**src/design/msc_pkg.sv**
```systemverilog
`timescale 1ns / 1ps

package msc_pkg;

    // coherence state of one cache line
    typedef enum logic [1:0] {
        ST_I  = 2'd0,
        ST_S  = 2'd1,
        ST_M  = 2'd2,
        ST_SM = 2'd3
    } line_state_t;

    // bus command codes
    typedef enum logic [1:0] {
        K_INVALIDATE = 2'd0,
        K_READ       = 2'd1,
        K_READ_EX    = 2'd2,
        K_UPDATE     = 2'd3
    } kind_t;

    // controller to datapath
    typedef struct packed {
        logic capture;   // latch the incoming transaction and read its line
        logic execute;   // apply the command, write the line back, load the result
        logic clearing;  // write one line to invalid during the reset sweep
    } msc_cmd_t;

    // datapath to controller
    typedef struct packed {
        logic clear_last;  // sweep is at the last line
    } msc_status_t;

endpackage

```
**src/design/msc_ctrl.sv**
```systemverilog
`timescale 1ns / 1ps

module msc_ctrl
    import msc_pkg::*;
(
    input  logic        clk,
    input  logic        rst_n,
    input  logic        in_valid,
    output logic        in_stall,
    output logic        out_valid,
    input  logic        out_stall,
    input  msc_status_t status,
    output msc_cmd_t    cmd
);

    typedef enum logic [2:0] {
        S_CLEAR = 3'b001,
        S_IDLE  = 3'b010,
        S_EXEC  = 3'b100
    } ctrl_state_t;

    ctrl_state_t state_reg, state_next;
    logic        out_valid_reg, out_valid_next;
    logic        out_free;

    // result register can take a new result this cycle
    assign out_free = !out_valid_reg || !out_stall;

    // command decode
    always_comb
    begin
        cmd.capture  = 1'b0;
        cmd.execute  = 1'b0;
        cmd.clearing = 1'b0;
        unique case (state_reg)
            S_CLEAR: cmd.clearing = 1'b1;
            S_IDLE:  cmd.capture  = in_valid;
            S_EXEC:  cmd.execute  = out_free;
            default: ;
        endcase
    end

    // next state
    always_comb
    begin
        state_next = state_reg;
        unique case (state_reg)
            S_CLEAR:
            begin
                if (status.clear_last)
                begin
                    state_next = S_IDLE;
                end
            end
            S_IDLE:
            begin
                if (in_valid)
                begin
                    state_next = S_EXEC;
                end
            end
            S_EXEC:
            begin
                if (out_free)
                begin
                    state_next = S_IDLE;
                end
            end
            default: state_next = S_CLEAR;
        endcase
    end

    // result valid flag
    always_comb
    begin
        out_valid_next = out_valid_reg;
        if (cmd.execute)
        begin
            out_valid_next = 1'b1;
        end
        else if (!out_stall)
        begin
            out_valid_next = 1'b0;
        end
    end

    always_ff @(posedge clk or negedge rst_n)
    begin
        if (!rst_n)
        begin
            state_reg     <= S_CLEAR;
            out_valid_reg <= 1'b0;
        end
        else
        begin
            state_reg     <= state_next;
            out_valid_reg <= out_valid_next;
        end
    end

    assign in_stall  = (state_reg != S_IDLE);
    assign out_valid = out_valid_reg;

endmodule

```
**config.mk**
```make
export PLATFORM = sky130hd
export DESIGN_NAME = msc_ctrl
export DESIGN_NICKNAME = d
export VERILOG_FILES = /design/src/design/msc_pkg.sv /design/src/design/msc_ctrl.sv
export SDC_FILE = /design/constraint.sdc
export NUM_CORES = 1
export LEC_CHECK = 0
export BUFFER_PORTS_ARGS = -buffer_cell sky130_fd_sc_hd__buf_2
export CAP_MARGIN = 15
export CORE_AREA = 3 3 40 42
export DETAILED_ROUTE_END_ITERATION = 8
export DIE_AREA = 0 0 43 45
export GPL_TIMING_DRIVEN = 1
export RECOVER_POWER = 25
export SYNTH_ARGS = -nofsm -noshare
export SYNTH_HDL_FRONTEND = slang
export SYNTH_SLANG_ARGS = --single-unit
```
**constraint.sdc**
```tcl
create_clock -name clk -period 2.9 [get_ports clk]
set_clock_uncertainty 0.2 [all_clocks]
set_input_delay 0.29 -clock clk [delete_from_list [all_inputs] [get_ports clk]]
set_output_delay 0.29 -clock clk [all_outputs]
set_load 0.02 [all_outputs]
```
==> results.txt <==
----------------------------------------------------
[Power]
  Switching pwr ... 0.1009 mW
  Power Internal ... 0.1729 mW
  Part of the power in registers ... 36.9%
  Leakage power of the design ... 0.1491 nW
  Combinational power share ... 35.7%
  Cell Pwr Density ... 875.4 mW/mm2
  Largest vdd supply drop ... 0.1746 mV
  Net Sw Frac ... 36.85%
  Clock Power Share ... 27.4%

[Synthesis]
  Synthesized area divided by synthesized cell count ... 8.710 um2
  Unique cell type count in the Yosys netlist ... 16
  Synthesized area ... 226.5 um2
  Register bit total from synthesis ... 4
  Sequential fraction of the synthesis area ... 44.75%
  Yosys warnings ... 0
  Post-synthesis instance total ... 26
  Net count after synthesis ... 31

[Die]
  Die extent in x ... 43 um
  Full die area ... 0.001935 mm2
  Die outline height ... 45 um
  Number of rows in the core area ... 13
  Effective utilization at floorplan ... 17.62%
  Area of the core region ... 0.001285 mm2
  Count of pins on the block boundary ... 10

[Global routing]
  Total global-route track usage ... 5.848%
  Final global-route overflow total ... 0
  Pin count of the biggest net entering global routing ... 10
  Antenna violations before repair ... 0
  Via count of the first global-routing pass ... 195
  Wire length of the first global-routing pass ... 752 um

[Placed design]
  PortBufs ... 9
  Placement Setup Slack ... 1.329 ns
  Placed wire-length estimate ... 364.9 um
  Gp weighted congestion ... 0.6740
  Cell area after placement ... 277.8 um2

[CTS]
  Number of levels the H-tree was split into ... 1
  Clock transition time at the flip-flop clock pins of the worst setup and hold paths ... 0.04 ns
  Hold buffer count at cts ... 1
  Clock tree from TritonCTS ... yes
  Root Driver ... sky130_fd_sc_hd__clkbuf_4
  Clock network latency to the later pin of the worst-skew pair ... 0.23 ns
  Clock Path Buffers ... 2
  Number of buffers inserted to repair setup after CTS ... 0
  Count of cells resized by post-cts repair ... 0
  Clock buffer count from CTS ... 3
  Number of clock sinks ... 4

[Detailed routing]
  Aggregate routed wire length ... 440 um
  Remaining DRCs ... 0
  Number of detailed-route iterations in the first pass ... 2
  Via count ... 209
  Met2 WL post-DR ... 213 um
  Met1 WL ... 193 um
  Uppermost metal layer occupied by signal nets ... met3
  Routed via count divided by cell count ... 3.943
  Drt initial violations ... 5
  Met3 wire length ... 33 um
  Routed length per placed instance ... 8.302 um
  Number of nets with antenna violations after detailed routing ... 0

[Final layout]
  Share of post-route cells with drive strength above 1 ... 36.84%
  # diodes ... 0
  Layout Utilization ... 24.34%
  Synth-to-Final Area Change ... 38.12%
  Number of fill cells ... 153
  Cell area after layout ... 312.8 um2
  Final-stage net count ... 44
  Max FFs per register ... 3

[STA]
  Normalized max-slew margin ... 84.93%
  Max Transition Viols Final ... 0
  Part of the cycle the worst path needs ... 62.71%
  Unrepaired setup endpoints after global routing ... no
  Count of endpoints failing setup in the final report ... 0
  Final-report hold violation count ... 0
  Maximum clock frequency ... 549.9 MHz
  Post-layout min period ... 1.819 ns
  Slew of the pin with the lowest slew margin ... 0.2261 ns
  Final total negative setup slack ... 0 ns
  Slack of the critical path ... 1.081 ns

[Setup path]
  Crit end category ... output port
  Crit path launch type ... flop
  Category of the critical setup timing path ... reg2out
  R2r startpoint ... state_reg[0]
  Peak fanout along the critical path ... 9
  CP Data Required Time ... 2.41 ns
  Worst endpoint data arrival time ... 1.33 ns
  Startpoint of the most critical setup path ... state_reg[2]

[Min path]
  Worst Min Path Start ... out_stall
  Class of the tightest hold or removal check ... in2reg

[Run status]
  Status ... complete, no violations

[Job]
  Maximum Capacitance Violations ... 0

----------------------------------------------------
path summary, 6_finish.rpt:
path,to,slack (ns),depth (start not counted)
max,cmd[2],1.08,3
min,out_valid,0.10,3
max reg2reg,state_reg[1],1.63,3
min reg2reg,out_valid,0.34,2
max in group asynchronous,state_reg[0],2.04,2
min in group asynchronous,state_reg[1],0.20,2
worst max-delay path, cell delays in order, from the launching register on:
cell and delay [ns]:
sky130_fd_sc_hd__dfrtp_1 0.44, sky130_fd_sc_hd__or3_4 0.41, sky130_fd_sc_hd__nor2_1 0.08, sky130_fd_sc_hd__buf_2 0.16
metrics by stage:
| stage | total power, mW | cells | hold WS [ns] |
|---|---|---|---|
| global placement | 0.2004 | 48 | -0.1019 |
| finish | 0.2738 | 53 | 0.1033 |
| global route | 0.3026 | 53 | 0.1167 |
| CTS | 0.2837 | 53 | 0.09477 |
| floorplan | 0.1713 | 26 | -0.2056 |
| detailed placement | 0.2017 | 48 | -0.1004 |
power by group through the flow:
stage / sequential, mW / clock, mW / combinational [mW]
CTS: 0.101 / 0.0815 / 0.101
floorplan: 0.0952 / 0 / 0.0762
detailed placement: 0.102 / 0 / 0.0997
global route: 0.106 / 0.0848 / 0.111
global placement: 0.101 / 0 / 0.0997
finish: 0.101 / 0.0751 / 0.0977
cells in the final DEF (no fill, tap or decap), drive strengths merged:
| cell | synthesis | routed |
|---|---|---|
| dlygate4sd3 | 0 | 1 |
| o21ai | 3 | 3 |
| buf | 1 | 8 |
| or3 | 2 | 2 |
| a31o | 1 | 1 |
| nor3b | 1 | 1 |
| clkbuf | 1 | 5 |
| inv | 2 | 2 |
| nand3b | 1 | 1 |
| nand2 | 3 | 3 |
| nand4 | 1 | 1 |
| nor2 | 2 | 2 |
| dfstp | 1 | 1 |
| or3b | 1 | 1 |
| dfrtp | 3 | 3 |
| a21oi | 3 | 3 |
cell usage after synthesis:
cell type	count	area, um2
sky130_fd_sc_hd__a21oi_1	3	15.01
sky130_fd_sc_hd__a31o_2	1	8.760
sky130_fd_sc_hd__buf_4	1	7.510
sky130_fd_sc_hd__clkbuf_2	1	5.000
sky130_fd_sc_hd__dfrtp_1	3	75.07
sky130_fd_sc_hd__dfstp_2	1	26.28
sky130_fd_sc_hd__inv_1	2	7.510
sky130_fd_sc_hd__nand2_1	3	11.26
sky130_fd_sc_hd__nand3b_1	1	7.510
sky130_fd_sc_hd__nand4_1	1	6.260
sky130_fd_sc_hd__nor2_1	2	7.510
sky130_fd_sc_hd__nor3b_1	1	7.510
sky130_fd_sc_hd__o21ai_0	3	15.01
sky130_fd_sc_hd__or3_1	1	6.260
sky130_fd_sc_hd__or3_4	1	11.26
sky130_fd_sc_hd__or3b_1	1	8.760
kinds of logic (layout without fill, tap and decap cells):
kind of cell	Yosys count	count (layout)	share of synthesized area [%]
AND/OR/NAND/NOR	11	11	29.29
AO/OA/AOI/OAI	7	7	17.12
flip-flops	4	4	44.75
buffers and inverters	4	16	8.840
routing by layer:
layer / GRT usage (%) / vias up
li1: - / 114
met2: 7.784 / 6
met5: 0 / -
met1: 6.326 / 89
met3: 2.390 / 0
met4: 7.229 / 0
layout make-up:
| type | count | area, um2 | share of cell area [%] |
|---|---|---|---|
| inverters | 2 | 7.507 | 2.400 |
| flip-flops and latches | 4 | 101.3 | 32.40 |
| repair buffers | 10 | 53.80 | 17.20 |
| multi-input cells | 18 | 105.1 | 33.60 |
| clock buffers | 4 | 26.28 | 8.400 |
| well taps | 15 | 18.77 | 6.000 |
No activity file was read; power rests on OpenSTA's default activity.
